[src/hdl/ascii_range_median_filter_assert.svh]
// ----------------------------------------------------------------------------
// ascii_range_median_filter_assert.svh
// Assertion macros used by the range median filter RTL.
// ----------------------------------------------------------------------------
`ifndef ASCII_RANGE_MEDIAN_FILTER_ASSERT_SVH
`define ASCII_RANGE_MEDIAN_FILTER_ASSERT_SVH

// Check a consequent in the same cycle as its antecedent.
`define ARFM_ASSERT_NOW(label, ante, cons, msg) \
    label: assert property (@(posedge aclk) disable iff (!aresetn) (ante) |-> (cons)) \
        else $error(msg);

// Check a consequent in the cycle after its antecedent.
`define ARFM_ASSERT_NEXT(label, ante, cons, msg) \
    label: assert property (@(posedge aclk) disable iff (!aresetn) (ante) |=> (cons)) \
        else $error(msg);

`endif

[src/hdl/arfm_pkg.sv]
// ----------------------------------------------------------------------------
// arfm_pkg
// Types and constants of the ASCII range median filter.
// ----------------------------------------------------------------------------
package arfm_pkg;

    // Field and port widths
    localparam int BYTE_W      = 8;
    localparam int DIST_W      = 14;
    localparam int DIGIT_CNT_W = 3;
    localparam int WIN_SIZE_W  = 5;
    localparam int CFG_ADDR_W  = 1;
    localparam int CFG_DATA_W  = 5;
    localparam int S_TDATA_W   = 8;
    localparam int M_TDATA_W   = 16;
    localparam int ACC_PROD_W  = DIST_W + 4;

    localparam int WINDOW_MAX_DEF = 16;

    // Register indexes
    localparam logic [CFG_ADDR_W-1:0] REG_DIGIT_COUNT = 1'd0;
    localparam logic [CFG_ADDR_W-1:0] REG_WINDOW_SIZE = 1'd1;

    // Register reset values and limits
    localparam logic [DIGIT_CNT_W-1:0] DIGIT_COUNT_RST = 3'd3;
    localparam logic [WIN_SIZE_W-1:0]  WINDOW_SIZE_RST = 5'd5;
    localparam logic [DIGIT_CNT_W-1:0] DIGITS_MIN      = 3'd1;
    localparam logic [DIGIT_CNT_W-1:0] DIGITS_MAX      = 3'd4;

    // ASCII codes
    localparam logic [BYTE_W-1:0] MARKER     = 8'h52;
    localparam logic [BYTE_W-1:0] ASCII_ZERO = 8'h30;
    localparam logic [BYTE_W-1:0] ASCII_NINE = 8'h39;

    localparam logic [ACC_PROD_W-1:0] DEC_BASE = 18'd10;

    typedef enum logic [2:0] {
        ST_IDLE,
        ST_LOAD,
        ST_SCAN,
        ST_CHECK,
        ST_OUT
    } state_t;

endpackage

[src/hdl/arfm_ram.sv]
// ----------------------------------------------------------------------------
// arfm_ram
// Generic single-write, single-read RAM with registered read data.
// ----------------------------------------------------------------------------
module arfm_ram #(
    parameter int DATA_W = 14,
    parameter int DEPTH  = 16,
    parameter int ADDR_W = (DEPTH > 1) ? $clog2(DEPTH) : 1
) (
    input  logic              aclk,
    input  logic              wr_en,
    input  logic [ADDR_W-1:0] wr_addr,
    input  logic [DATA_W-1:0] wr_data,
    input  logic              rd_en,
    input  logic [ADDR_W-1:0] rd_addr,
    output logic [DATA_W-1:0] rd_data
);

    logic [DATA_W-1:0] mem [DEPTH];
    logic [DATA_W-1:0] rd_data_reg;

    always_ff @(posedge aclk) begin
        if (wr_en) begin
            mem[wr_addr] <= wr_data;
        end
        if (rd_en) begin
            rd_data_reg <= mem[rd_addr];
        end
    end

    assign rd_data = rd_data_reg;

endmodule

[src/hdl/ascii_range_median_filter.sv]
// ----------------------------------------------------------------------------
// ascii_range_median_filter
// Decodes 'R'-prefixed ASCII range readings and emits a sliding-window median.
// ----------------------------------------------------------------------------
// Each accepted byte is a transaction on the s_ side. Bytes that are not part
// of a reading and digit bytes are taken in the idle state: a reading is
// decoded on the fly and its value is written into the window memory with its
// last byte. An 'R' marker that arrives once the window is full starts a rank
// search, and no further byte is taken until its result sits in the output
// register. The search walks candidates in slot order; each candidate takes
// one memory read of the candidate, ws compare reads through the single read
// port of the compare copy and one decision. The window lives in two
// identical copies of a small RAM so that the candidate and the compared entry
// can be read in the same cycle. The result is the value at rank ws/2 of the
// window sorted in descending order, found as the candidate with at most ws/2
// greater entries and more than ws/2 entries not smaller. The output register
// lets a new byte be taken while a result waits on m_tready. Configuration
// writes are applied at once; write them only while idle.
// ----------------------------------------------------------------------------
module ascii_range_median_filter #(
    parameter int WINDOW_MAX = arfm_pkg::WINDOW_MAX_DEF
) (
    input  logic                             aclk,
    input  logic                             aresetn,
    // Input bytes
    input  logic                             s_tvalid,
    output logic                             s_tready,
    input  logic [arfm_pkg::S_TDATA_W-1:0]   s_tdata,   // [7:0] rx_byte
    // Median results
    output logic                             m_tvalid,
    input  logic                             m_tready,
    output logic [arfm_pkg::M_TDATA_W-1:0]   m_tdata,   // [13:0] distance, [15:14] zero
    // Configuration writes
    input  logic                             cfg_we,
    input  logic [arfm_pkg::CFG_ADDR_W-1:0]  cfg_addr,
    input  logic [arfm_pkg::CFG_DATA_W-1:0]  cfg_wdata
);

    import arfm_pkg::*;

    localparam int AW = (WINDOW_MAX > 1) ? $clog2(WINDOW_MAX) : 1;
    localparam int CW = $clog2(WINDOW_MAX + 1);

    // Configuration registers
    logic [DIGIT_CNT_W-1:0] digit_count_reg;
    logic [WIN_SIZE_W-1:0]  window_size_reg;

    // Control state
    state_t                 state_reg, state_next;
    logic [DIGIT_CNT_W-1:0] digits_left_reg, digits_left_next;
    logic [DIST_W-1:0]      acc_reg, acc_next;
    logic                   stopped_reg, stopped_next;
    logic [CW-1:0]          fill_count_reg, fill_count_next;
    logic [AW-1:0]          oldest_reg, oldest_next;
    logic [CW-1:0]          win_reg, win_next;
    logic [CW-1:0]          cand_reg, cand_next;
    logic [CW-1:0]          scan_reg, scan_next;
    logic [CW-1:0]          gt_reg, gt_next;
    logic [CW-1:0]          ge_reg, ge_next;
    logic                   m_tvalid_reg;
    logic [DIST_W-1:0]      dist_reg;

    // Memory ports
    logic              wr_en;
    logic [AW-1:0]     wr_addr;
    logic [DIST_W-1:0] wr_data;
    logic              rd_en_a, rd_en_b;
    logic [AW-1:0]     rd_addr_a, rd_addr_b;
    logic [DIST_W-1:0] rd_data_a, rd_data_b;

    // Datapath helpers
    logic                   in_fire;
    logic [BYTE_W-1:0]      rx_byte;
    logic                   is_digit;
    logic [ACC_PROD_W-1:0]  acc_prod;
    logic [DIST_W-1:0]      acc_step;
    logic [CW-1:0]          ws_eff;
    logic [DIGIT_CNT_W-1:0] digits_eff;
    logic [AW-1:0]          slot;
    logic [CW-1:0]          slot_inc;
    logic [CW-1:0]          scan_inc;
    logic [CW-1:0]          rank_k;
    logic                   out_load;

    assign in_fire  = s_tvalid && s_tready;
    assign rx_byte  = s_tdata[BYTE_W-1:0];
    assign is_digit = (rx_byte >= ASCII_ZERO) && (rx_byte <= ASCII_NINE);

    // Shift one decimal digit into the accumulator, wrap to the field width.
    assign acc_prod = ACC_PROD_W'(acc_reg) * DEC_BASE + ACC_PROD_W'(rx_byte - ASCII_ZERO);
    assign acc_step = acc_prod[DIST_W-1:0];

    // Clamp the window size to 1..WINDOW_MAX.
    always_comb begin
        if (window_size_reg == '0) begin
            ws_eff = CW'(1);
        end else if (int'(window_size_reg) > WINDOW_MAX) begin
            ws_eff = CW'(WINDOW_MAX);
        end else begin
            ws_eff = CW'(window_size_reg);
        end
    end

    // Clamp the digit count to 1..4.
    always_comb begin
        if (digit_count_reg < DIGITS_MIN) begin
            digits_eff = DIGITS_MIN;
        end else if (digit_count_reg > DIGITS_MAX) begin
            digits_eff = DIGITS_MAX;
        end else begin
            digits_eff = digit_count_reg;
        end
    end

    // Replacement slot: an oldest pointer outside a shrunk window wraps to 0.
    assign slot     = (CW'(oldest_reg) >= ws_eff) ? '0 : oldest_reg;
    assign slot_inc = CW'(slot) + CW'(1);
    assign scan_inc = scan_reg + CW'(1);
    assign rank_k   = win_reg >> 1;

    // Configuration register writes
    always_ff @(posedge aclk) begin
        if (!aresetn) begin
            digit_count_reg <= DIGIT_COUNT_RST;
            window_size_reg <= WINDOW_SIZE_RST;
        end else if (cfg_we) begin
            unique case (cfg_addr)
                REG_DIGIT_COUNT: digit_count_reg <= cfg_wdata[DIGIT_CNT_W-1:0];
                REG_WINDOW_SIZE: window_size_reg <= cfg_wdata[WIN_SIZE_W-1:0];
                default: ;
            endcase
        end
    end

    // Next state: byte parsing in idle, then the rank search sequence.
    always_comb begin
        state_next       = state_reg;
        digits_left_next = digits_left_reg;
        acc_next         = acc_reg;
        stopped_next     = stopped_reg;
        fill_count_next  = fill_count_reg;
        oldest_next      = oldest_reg;
        win_next         = win_reg;
        cand_next        = cand_reg;
        scan_next        = scan_reg;
        gt_next          = gt_reg;
        ge_next          = ge_reg;
        wr_en            = 1'b0;
        wr_addr          = '0;
        wr_data          = acc_reg;
        rd_en_a          = 1'b0;
        rd_addr_a        = cand_reg[AW-1:0];
        rd_en_b          = 1'b0;
        rd_addr_b        = '0;
        out_load         = 1'b0;

        unique case (state_reg)
            ST_IDLE: begin
                if (in_fire) begin
                    if (digits_left_reg != '0) begin
                        // Byte inside a reading: decode until the first non-digit.
                        if (!stopped_reg && is_digit) begin
                            acc_next = acc_step;
                        end else begin
                            stopped_next = 1'b1;
                        end
                        digits_left_next = digits_left_reg - DIGIT_CNT_W'(1);
                        wr_data = acc_next;
                        if (digits_left_reg == DIGIT_CNT_W'(1)) begin
                            // Last byte: store the reading.
                            wr_en = 1'b1;
                            if (fill_count_reg < ws_eff) begin
                                wr_addr         = fill_count_reg[AW-1:0];
                                fill_count_next = fill_count_reg + CW'(1);
                            end else begin
                                wr_addr     = slot;
                                oldest_next = (slot_inc >= ws_eff) ? '0 : slot_inc[AW-1:0];
                            end
                        end
                    end else if (rx_byte == MARKER) begin
                        digits_left_next = digits_eff;
                        acc_next         = '0;
                        stopped_next     = 1'b0;
                        if (fill_count_reg >= ws_eff) begin
                            // Window full: start the search over the first ws slots.
                            win_next   = ws_eff;
                            cand_next  = '0;
                            state_next = ST_LOAD;
                        end
                    end
                end
            end

            ST_LOAD: begin
                // Fetch the candidate and the first compared entry.
                rd_en_a    = 1'b1;
                rd_addr_a  = cand_reg[AW-1:0];
                rd_en_b    = 1'b1;
                rd_addr_b  = '0;
                scan_next  = '0;
                gt_next    = '0;
                ge_next    = '0;
                state_next = ST_SCAN;
            end

            ST_SCAN: begin
                gt_next = gt_reg + CW'(rd_data_b > rd_data_a);
                ge_next = ge_reg + CW'(rd_data_b >= rd_data_a);
                if (scan_reg == win_reg - CW'(1)) begin
                    state_next = ST_CHECK;
                end else begin
                    rd_en_b   = 1'b1;
                    rd_addr_b = scan_inc[AW-1:0];
                    scan_next = scan_inc;
                end
            end

            ST_CHECK: begin
                if ((gt_reg <= rank_k) && (rank_k < ge_reg)) begin
                    state_next = ST_OUT;
                end else begin
                    cand_next  = cand_reg + CW'(1);
                    state_next = ST_LOAD;
                end
            end

            ST_OUT: begin
                // Hold the candidate until the output register is free.
                if (!m_tvalid_reg || m_tready) begin
                    out_load   = 1'b1;
                    state_next = ST_IDLE;
                end
            end

            default: state_next = ST_IDLE;
        endcase
    end

    // Control registers
    always_ff @(posedge aclk) begin
        if (!aresetn) begin
            state_reg       <= ST_IDLE;
            digits_left_reg <= '0;
            acc_reg         <= '0;
            stopped_reg     <= 1'b0;
            fill_count_reg  <= '0;
            oldest_reg      <= '0;
            m_tvalid_reg    <= 1'b0;
        end else begin
            state_reg       <= state_next;
            digits_left_reg <= digits_left_next;
            acc_reg         <= acc_next;
            stopped_reg     <= stopped_next;
            fill_count_reg  <= fill_count_next;
            oldest_reg      <= oldest_next;
            if (out_load) begin
                m_tvalid_reg <= 1'b1;
            end else if (m_tready) begin
                m_tvalid_reg <= 1'b0;
            end
        end
    end

    // Search and output payload registers
    always_ff @(posedge aclk) begin
        win_reg  <= win_next;
        cand_reg <= cand_next;
        scan_reg <= scan_next;
        gt_reg   <= gt_next;
        ge_reg   <= ge_next;
        if (out_load) begin
            dist_reg <= rd_data_a;
        end
    end

    // Two copies of the window: candidate port and compare port.
    arfm_ram #(
        .DATA_W (DIST_W),
        .DEPTH  (WINDOW_MAX),
        .ADDR_W (AW)
    ) u_win_cand (
        .aclk    (aclk),
        .wr_en   (wr_en),
        .wr_addr (wr_addr),
        .wr_data (wr_data),
        .rd_en   (rd_en_a),
        .rd_addr (rd_addr_a),
        .rd_data (rd_data_a)
    );

    arfm_ram #(
        .DATA_W (DIST_W),
        .DEPTH  (WINDOW_MAX),
        .ADDR_W (AW)
    ) u_win_cmp (
        .aclk    (aclk),
        .wr_en   (wr_en),
        .wr_addr (wr_addr),
        .wr_data (wr_data),
        .rd_en   (rd_en_b),
        .rd_addr (rd_addr_b),
        .rd_data (rd_data_b)
    );

    assign s_tready = (state_reg == ST_IDLE);
    assign m_tvalid = m_tvalid_reg;
    assign m_tdata  = M_TDATA_W'(dist_reg);

`include "ascii_range_median_filter_assert.svh"

    // The window is not written while a search runs.
    `ARFM_ASSERT_NEXT(a_fill_hold, state_reg != ST_IDLE, $stable(fill_count_reg), "fill changed during search")
    // Some candidate inside the window always meets the rank test.
    `ARFM_ASSERT_NOW(a_cand_in_window, state_reg == ST_LOAD, cand_reg < win_reg, "candidate beyond window")
    // Greater count never exceeds the not-smaller count.
    `ARFM_ASSERT_NOW(a_count_order, state_reg == ST_CHECK, gt_reg <= ge_reg, "rank counts out of order")
    // A new result only comes out of a finished search.
    `ARFM_ASSERT_NEXT(a_out_source, !m_tvalid_reg, !m_tvalid_reg || ($past(state_reg) == ST_OUT), "result without search")

endmodule
[config.mk]
export PLATFORM = sky130hd
export DESIGN_NAME = ascii_range_median_filter
export DESIGN_NICKNAME = d
export VERILOG_FILES = /design/src/hdl/arfm_pkg.sv /design/src/hdl/arfm_ram.sv /design/src/hdl/ascii_range_median_filter.sv
export VERILOG_INCLUDE_DIRS = /design/src /design/src/hdl
export SDC_FILE = /design/constraint.sdc
export NUM_CORES = 1
export LEC_CHECK = 0
export BUFFER_PORTS_ARGS = -buffer_cell sky130_fd_sc_hd__buf_2
export CAP_MARGIN = 40
export CORE_UTILIZATION = 48
export DETAILED_ROUTE_END_ITERATION = 16
export GPL_ROUTABILITY_DRIVEN = 0
export SETUP_SLACK_MARGIN = 0.15
export SLEW_MARGIN = 20
export SYNTH_ARGS = -nofsm -noshare
export SYNTH_HDL_FRONTEND = slang
export SYNTH_SLANG_ARGS = --single-unit
export TNS_END_PERCENT = 5
[constraint.sdc]
create_clock -name aclk -period 6.8 [get_ports aclk]
set_input_delay 0.68 -clock aclk [delete_from_list [all_inputs] [get_ports aclk]]
set_output_delay 0.68 -clock aclk [all_outputs]
set_load 0.05 [all_outputs]
## After elaboration in Yosys (flattened, before gate mapping)

Memories as Yosys holds them, arrays and structs flattened. A register that Yosys moved wholly into a read port is not among the register bits.
Cells that the tools add are included.

- Register bits: 78
- Memory bits (writable): 448
- Input bits: 19
- Output and inout port bits: 18
- Logic and storage cells: 139
- Memories kept: 2

- Add/subtract/negate cells: 10
- Multiply operators: 1
- Order comparisons: 13
- Equal/unequal tests: 16
- Mux-type cells: 55
- Bitwise operators: 3
- Reduce and logical (&&, ||, !) cells: 24

Memories:

| memory | words | width | read ports | clocked after Yosys merged registers in | wr ports | line | text |
|---|---|---|---|---|---|---|---|
| u_win_cand.mem | 16 | 14 | 1 | 1 | 1 | arfm_ram.sv:19 | `logic [DATA_W-1:0] mem [DEPTH];` |
| u_win_cmp.mem | 16 | 14 | 1 | 1 | 1 | arfm_ram.sv:19 |  |

Operator list:

| operator | count |
|---|---|
| 14-bit 2-to-1 mux | 6 |
| 5-bit 2-to-1 mux | 8 |
| 5-bit case mux with 2 select lines | 4 |
| 4-bit 2-to-1 mux | 9 |
| 3-bit 2-to-1 mux | 11 |
| 5-bit by 1-bit adder with 5-bit output, second input constant | 3 |
| 1-bit 2-to-1 mux | 15 |
| 3-bit case mux with 5 select lines | 1 |
| 5-bit AND reduction | 3 |
| 14-bit adder | 1 |
| 14-bit greater-or-equal comparator | 1 |
| 14-bit > comparator | 1 |
| 14-bit by 3-bit multiplier with 13-bit output, second input constant | 1 |
| 2-bit inequality test, second input constant | 6 |
| 6-bit AND reduction | 2 |
| 5-bit by 1-bit adder with 5-bit output | 2 |
| 5-bit greater-or-equal comparator | 2 |
| 8-bit by 6-bit subtractor with 9-bit output, second input constant | 1 |
| 8-bit by 7-bit == test with 1-bit output, second input constant | 1 |
| 8-bit by 6-bit greater-or-equal comparator with 1-bit output, second input constant | 1 |
| 8-bit by 6-bit <= comparator with 1-bit output, second input constant | 1 |
| 2-bit nonzero test | 4 |
| 3-bit by 1-bit == test with 1-bit output, second input constant | 2 |
| 3-bit by 2-bit == test with 1-bit output, second input constant | 2 |
| 24 further kinds | 34 |

## Logic depth before layout (Yosys ltp)

- Depth after elaboration: 10
- Mapped depth: 21

## Hierarchy

A second synthesis with hierarchy kept.

- Cell total of the unflattened synthesis: 1419
- Area total of the unflattened synthesis: 23542.6 µm²

Modules (own cells, without submodules):

| module | times used | cells an instance | area an instance (µm²) |
|---|---|---|---|
| arfm_ram | 2 | 379 | 8903.5 |
| ascii_range_median_filter | 1 | 661 | 5735.5 |

## Least setup slack after synthesis

Ideal clock, no wire load.

- Path type: register -> register
- Start: register window_size_reg[4]
- End: memory u_win_cmp.mem[0][0] (enable)
- Arrival time: 3429 ps
- Data required time: 6394 ps
- Setup slack: 2965 ps
- Stages on the path, launching flop included: 13
- Path buffers: 2
- Period minus slack after synthesis: 3835 ps
- Cells stage by stage: dfxtp_1 > clkbuf_1 > inv_1 > nand2_1 > ha_1 > nor2b_1 > o21a_1 > o21a_1 > o21a_1 > clkbuf_1 > nor2_1 > nor3_1 > nor3b_1

- Cells in the longest elaborated chain, start to end: 10
- Elaborated cells between the ends (all ways): 12

Ends and longest elaborated chain:

| element | line | text |
|---|---|---|
| start: declaration | ascii_range_median_filter.sv:46 | `logic [WIN_SIZE_W-1:0] window_size_reg;` |
| start signal: assignment | ascii_range_median_filter.sv:129 | `REG_WINDOW_SIZE: window_size_reg <= cfg_wdata[WIN_SIZE_W-1:0];` |
| 5-bit > comparator | ascii_range_median_filter.sv:97 | `end else if (int'(window_size_reg) > WINDOW_MAX) begin` |
| 5-bit 2-to-1 mux | ascii_range_median_filter.sv:97 |  |
| 5-bit 2-to-1 mux * | ascii_range_median_filter.sv:95 | `if (window_size_reg == '0) begin` |
| 4-bit by 5-bit greater-or-equal comparator with 1-bit output | ascii_range_median_filter.sv:116 | `assign slot = (CW'(oldest_reg) >= ws_eff) ? '0 : oldest_reg;` |
| 4-bit 2-to-1 mux | ascii_range_median_filter.sv:116 |  |
| 4-bit 2-to-1 mux * | ascii_range_median_filter.sv:172 | `if (fill_count_reg < ws_eff) begin` |
| 4-bit 2-to-1 mux * | ascii_range_median_filter.sv:169 | `if (digits_left_reg == DIGIT_CNT_W'(1)) begin` |
| 4-bit 2-to-1 mux * | ascii_range_median_filter.sv:160 | `if (digits_left_reg != '0) begin` |
| 4-bit 2-to-1 mux * | ascii_range_median_filter.sv:159 | `if (in_fire) begin` |
| 4-bit 2-to-1 mux * | ascii_range_median_filter.sv:157 | `unique case (state_reg)` |
| end: declaration | arfm_ram.sv:19 |  |

Mark *: on every way between the ends. The rest lies on a longest branch, timed or not.

## Final worst setup path

- Start: register acc_reg[1]
- End: memory u_win_cmp.mem[7][13], data pin

- Cells in the longest elaborated chain, start to end: 6

Ends and longest elaborated chain:

| element | line | text |
|---|---|---|
| start: declaration | ascii_range_median_filter.sv:51 | `logic [DIST_W-1:0] acc_reg, acc_next;` |
| start signal: assignment | ascii_range_median_filter.sv:252 | `acc_reg <= acc_next;` |
| 14-bit by 3-bit multiplier with 13-bit output | ascii_range_median_filter.sv:90 | `assign acc_prod = ACC_PROD_W'(acc_reg) * DEC_BASE + ACC_PROD_W'(rx_byte - ASCII_ZERO);` |
| 14-bit adder | ascii_range_median_filter.sv:90 |  |
| 14-bit 2-to-1 mux | ascii_range_median_filter.sv:162 | `if (!stopped_reg && is_digit) begin` |
| 14-bit 2-to-1 mux | ascii_range_median_filter.sv:160 |  |
| 14-bit 2-to-1 mux | ascii_range_median_filter.sv:159 |  |
| 14-bit 2-to-1 mux | ascii_range_median_filter.sv:157 |  |
| named net u_win_cand.wr_data[13] | arfm_ram.sv:13 | `input logic [DATA_W-1:0] wr_data,` |

The timed path passes the listed nets, and every way through them passes these cells.

==> flow_summary_export.csv <==
group,metric,value,unit
clock_network,cts_repair_resize_count,0,
clock_network,post-cts-setup-buffers,0,
clock_network,clkTransAtPathRegs,0.06,ns
clock_network,cts_buffers,37,
floorplan,design.portCount,37,
drt,route.detailed.wl_per_inst,24.59,um
worst_setup_path,worst_path_max_delay_cell,"sky130_fd_sc_hd__dfxtp_1",
synth,synth_top_area_cell,"sky130_fd_sc_hd__edfxtp_1",
synth,synth.top_cells.by_area,"sky130_fd_sc_hd__edfxtp_1 (51%), sky130_fd_sc_hd__ha_1 (5.8%), sky130_fd_sc_hd__dfxtp_1 (4.5%)",
pwr,worst_ir_drop_vdd,175.6,uV
place,dp_hpwl,31400,um
floorplan,die_outline_area,36590,um2
worst_setup_path,critical_path_class,"reg2reg",
floorplan,total_core_area,34880,um2
worst_hold_path,timing.hold.worst.class,"in2reg",
worst_setup_path,cp_num_buf_inv,1,
job,drv.max_cap_violation_count,0,
timing,final_period_minus_worst_setup_slack,4.424,ns
floorplan,chipWidth,191.3,um
worst_setup_path,worst_reg_to_reg_setup_slack,2.38,ns
global_route,grt_overflow_total,0,
cells_and_area,top_register,"u_win_cmp.mem",
synth,yosys_warnings,0,
worst_setup_path,required,6.93,ns
clock_network,holdBufCountCts,0,
drt,detail_route.vias_per_cell,6.237,
cells_and_area,final-instance-count-excl-fill,1970,
drt,postRouteAntennaNets,0,
worst_setup_path,critical_path.endpoint_type,"flip-flop",
drt,detailedRoute.firstPassIterationCount,6,
place,placedCellCount,1906,
timing,summed_negative_setup_slack_over_all_endpoints,0,ns
synth,most_frequent_cells_after_synthesis,"sky130_fd_sc_hd__edfxtp_1 (290), sky130_fd_sc_hd__nand2_1 (170), sky130_fd_sc_hd__ha_1 (80), sky130_fd_sc_hd__a21oi_1 (74), sky130_fd_sc_hd__o21ai_0 (71)",
timing,max_slew.worst_pin.slew,0.9023,ns
timing,finalHoldViolCount,0,
synth,synthArstFlopShare,0,%
worst_setup_path,path_delay_family,"adder cells",
drt,dr_total_vias,12290,
timing,f_max,226.0,MHz
clock_network,max-clock-path-buffers,3,
synth,synthMostInstantiatedCell,"sky130_fd_sc_hd__edfxtp_1",
global_route,grt_antenna_before_repair,2,
clock_network,clock_tree_from_tritoncts,"done",
drt,routed_wirelength,48450,um
clock_network,clkLatencyLatePin,0.51,ns
synth,postSynthCellCount,1449,
worst_setup_path,cpPeakStageDelay,0.41,ns
worst_setup_path,cpMostUsedCell,"sky130_fd_sc_hd__ha_1",
worst_setup_path,worst_setup_path_start_kind,"flip-flop",
timing,fin_crit_sh,65.06,%
synth,postSynthAreaPerCell,11.87,um2
synth,synth-edff-count,290,
timing,slew_viol_final,0,
drt,drt_drc_violations_left,0,
worst_setup_path,worstPathMaxFanout,16,
global_route,grt_first_pass_wirelength,72630,um
pwr,power.static_leakage,7.432,nW
synth,synthesis.area,17200,um2
drt,drt_first_iter_violations,1398,
timing,number_of_setup_violations_in_the_final_report,0,
floorplan,rows,68,
timing,clock_skew,0.009641,ns
clock_network,cts_htree_levels,2,
timing,grt_setup_unrepaired,"false",
pwr,p_per_area,233.0,nW/um2
outcome,run_status,"finished clean",
global_route,grt_pass1_vias,11900,
synth,postSynthRegisterBits,329,
cells_and_area,areaGrowthSynthToFinish,11.86,%
place,port-buffer-count,34,
synth,synth_top_cell_area_share,50.64,%
cells_and_area,drive_above_1_share,13.00,%
worst_setup_path,timing.critical_path.arrival,4.55,ns
synth,postSynth.topFlopCell,"sky130_fd_sc_hd__edfxtp_1",
clock_network,cts_num_sinks,329,
synth,seq_area_frac_synth,55.18,%
clock_network,root_buffer,"sky130_fd_sc_hd__clkbuf_16",
cells_and_area,num-nets-final,1593,
cells_and_area,antenna-diode-count,0,
cells_and_area,largest_register_ffs,224,
global_route,grt.total_usage,26.99,%
synth,ys_types,82,
timing,worst_case_headroom_to_the_max_slew_limit,39.84,%
worst_setup_path,cell_by_cell_listing_of_the_critical_path,"ha_1 > ha_1 > inv_1 > fa_1 > nor2b_1 > o21ai_0 > nand2b_1 > a21o_1 > a21oi_1 > xnor2_1 > ha_1 > nand3_1 > or2_2 > a311oi_1 > a211o_1 > xnor2_1 > mux2i_1 > nand2_1",
floorplan,fp.dieH,191.3,um
global_route,largest_net_degree_at_the_start_of_global_routing,52,
floorplan,floorplan.initialDensity,49.30,%
## logic make-up (layout without fill, tap and decap cells)
family / after synthesis / after routing / synth area share (%)
AOI/OAI and AO/OA: 334 / 334 / 13.10
buffers and inverters: 131 / 196 / 3.143
DFF: 329 / 329 / 55.18
muxes: 105 / 105 / 8.228
and+or+nand+nor: 424 / 424 / 12.00
other: 1 / 2 / 0.02181
xor gates and xnor gates: 43 / 43 / 2.277
adders and majority gates: 82 / 82 / 6.053
## worst min-delay path: stages
cell                      delay (ns)
sky130_fd_sc_hd__buf_2          0.09
sky130_fd_sc_hd__nand3_1        0.06
sky130_fd_sc_hd__nand3_1        0.07
## cell type report
cell class	instances	area, um2
Timing Repair Buffer	77	646.9
Fill cell	2935	15650
Inverter	57	214.0
Clock buffer	46	969.7
Sequential cell	329	9489
Tap cell	455	569.3
Multi-Input combinational cell	990	7214
Clock inverter	16	133.9
## cell usage in the layout, fill, tap and decap left out, types with 5 or more instances in the layout
cell,Yosys,routed
sky130_fd_sc_hd__edfxtp_1,290,290
sky130_fd_sc_hd__nand2_1,170,170
sky130_fd_sc_hd__ha_1,80,80
sky130_fd_sc_hd__a21oi_1,74,73
sky130_fd_sc_hd__o21ai_0,71,71
sky130_fd_sc_hd__nor2_1,66,66
sky130_fd_sc_hd__mux2i_1,66,66
sky130_fd_sc_hd__inv_1,55,54
sky130_fd_sc_hd__nand3_1,50,50
sky130_fd_sc_hd__dfxtp_1,39,39
sky130_fd_sc_hd__clkbuf_16,0,37
sky130_fd_sc_hd__buf_2,21,35
sky130_fd_sc_hd__o22ai_1,33,33
sky130_fd_sc_hd__buf_4,4,29
sky130_fd_sc_hd__a221oi_1,28,28
sky130_fd_sc_hd__a211oi_1,28,28
sky130_fd_sc_hd__mux4_2,28,28
sky130_fd_sc_hd__and2_1,27,27
sky130_fd_sc_hd__xnor2_1,27,26
sky130_fd_sc_hd__nor3_1,20,20
sky130_fd_sc_hd__nor2b_1,18,15
sky130_fd_sc_hd__a21o_1,15,15
sky130_fd_sc_hd__xor2_1,14,14
sky130_fd_sc_hd__a22oi_1,14,14
sky130_fd_sc_hd__nand2b_1,11,11
sky130_fd_sc_hd__mux2_2,11,11
sky130_fd_sc_hd__nand4_1,9,9
sky130_fd_sc_hd__and3_1,9,9
sky130_fd_sc_hd__o221ai_1,9,9
sky130_fd_sc_hd__a41o_1,8,8
sky130_fd_sc_hd__clkbuf_1,45,8
sky130_fd_sc_hd__nand3b_1,7,7
sky130_fd_sc_hd__o21a_1,7,7
sky130_fd_sc_hd__a31oi_1,7,7
sky130_fd_sc_hd__buf_8,0,7
sky130_fd_sc_hd__nor3b_1,7,6
sky130_fd_sc_hd__clkinv_1,0,6
sky130_fd_sc_hd__o211ai_1,5,5
sky130_fd_sc_hd__nor4_1,5,5
sky130_fd_sc_hd__buf_16,0,5
## report_power, final
group          switching (mW)  internal, mW
combinational           0.259         0.123
clock                   0.777          1.08
sequential             0.0209          2.22
## per-layer routing
layer | vias to the layer above | part of all wire [%] | track usage, % | routed length [um]
li1 | 5598 | - | - | -
met1 | 5943 | 41 | 36.10 | 19990
met2 | 607 | 46 | 43.66 | 22330
met3 | 137 | 8.4 | 4.535 | 4089
met4 | 2 | 4.2 | 10.84 | 2030
met5 | - | 0.027 | 0 | 13
## stage by stage
| stage | power (mW) | hold WS, ns | utilization (%) | setup WS, ns | area [um2] |
|---|---|---|---|---|---|
| floorplan | 2.532 | 0.4264 | - | 2.965 | 17200 |
| global placement | 2.648 | 0.4366 | 51.24 | 2.504 | 17870 |
| detailed placement | 2.660 | 0.4340 | 51.89 | 2.468 | 18100 |
| CTS | 4.502 | 0.4126 | 55.05 | 2.434 | 19200 |
| global route | 4.620 | 0.4356 | 55.15 | 2.032 | 19240 |
| finish | 4.482 | 0.4285 | 55.15 | 2.376 | 19240 |
## worst paths after layout
check / from / endpoint / cells past startpoint
setup reg to reg: acc_reg[1] / u_win_cmp.mem[7][13] / 18
setup / recovery: acc_reg[1] / u_win_cmp.mem[7][13] / 18
hold / removal: cfg_wdata[0] / window_size_reg[0] / 3
hold reg to reg: u_win_cand.rd_data[7] / dist_reg[7] / 0
Power figures use the tool's default switching activity.
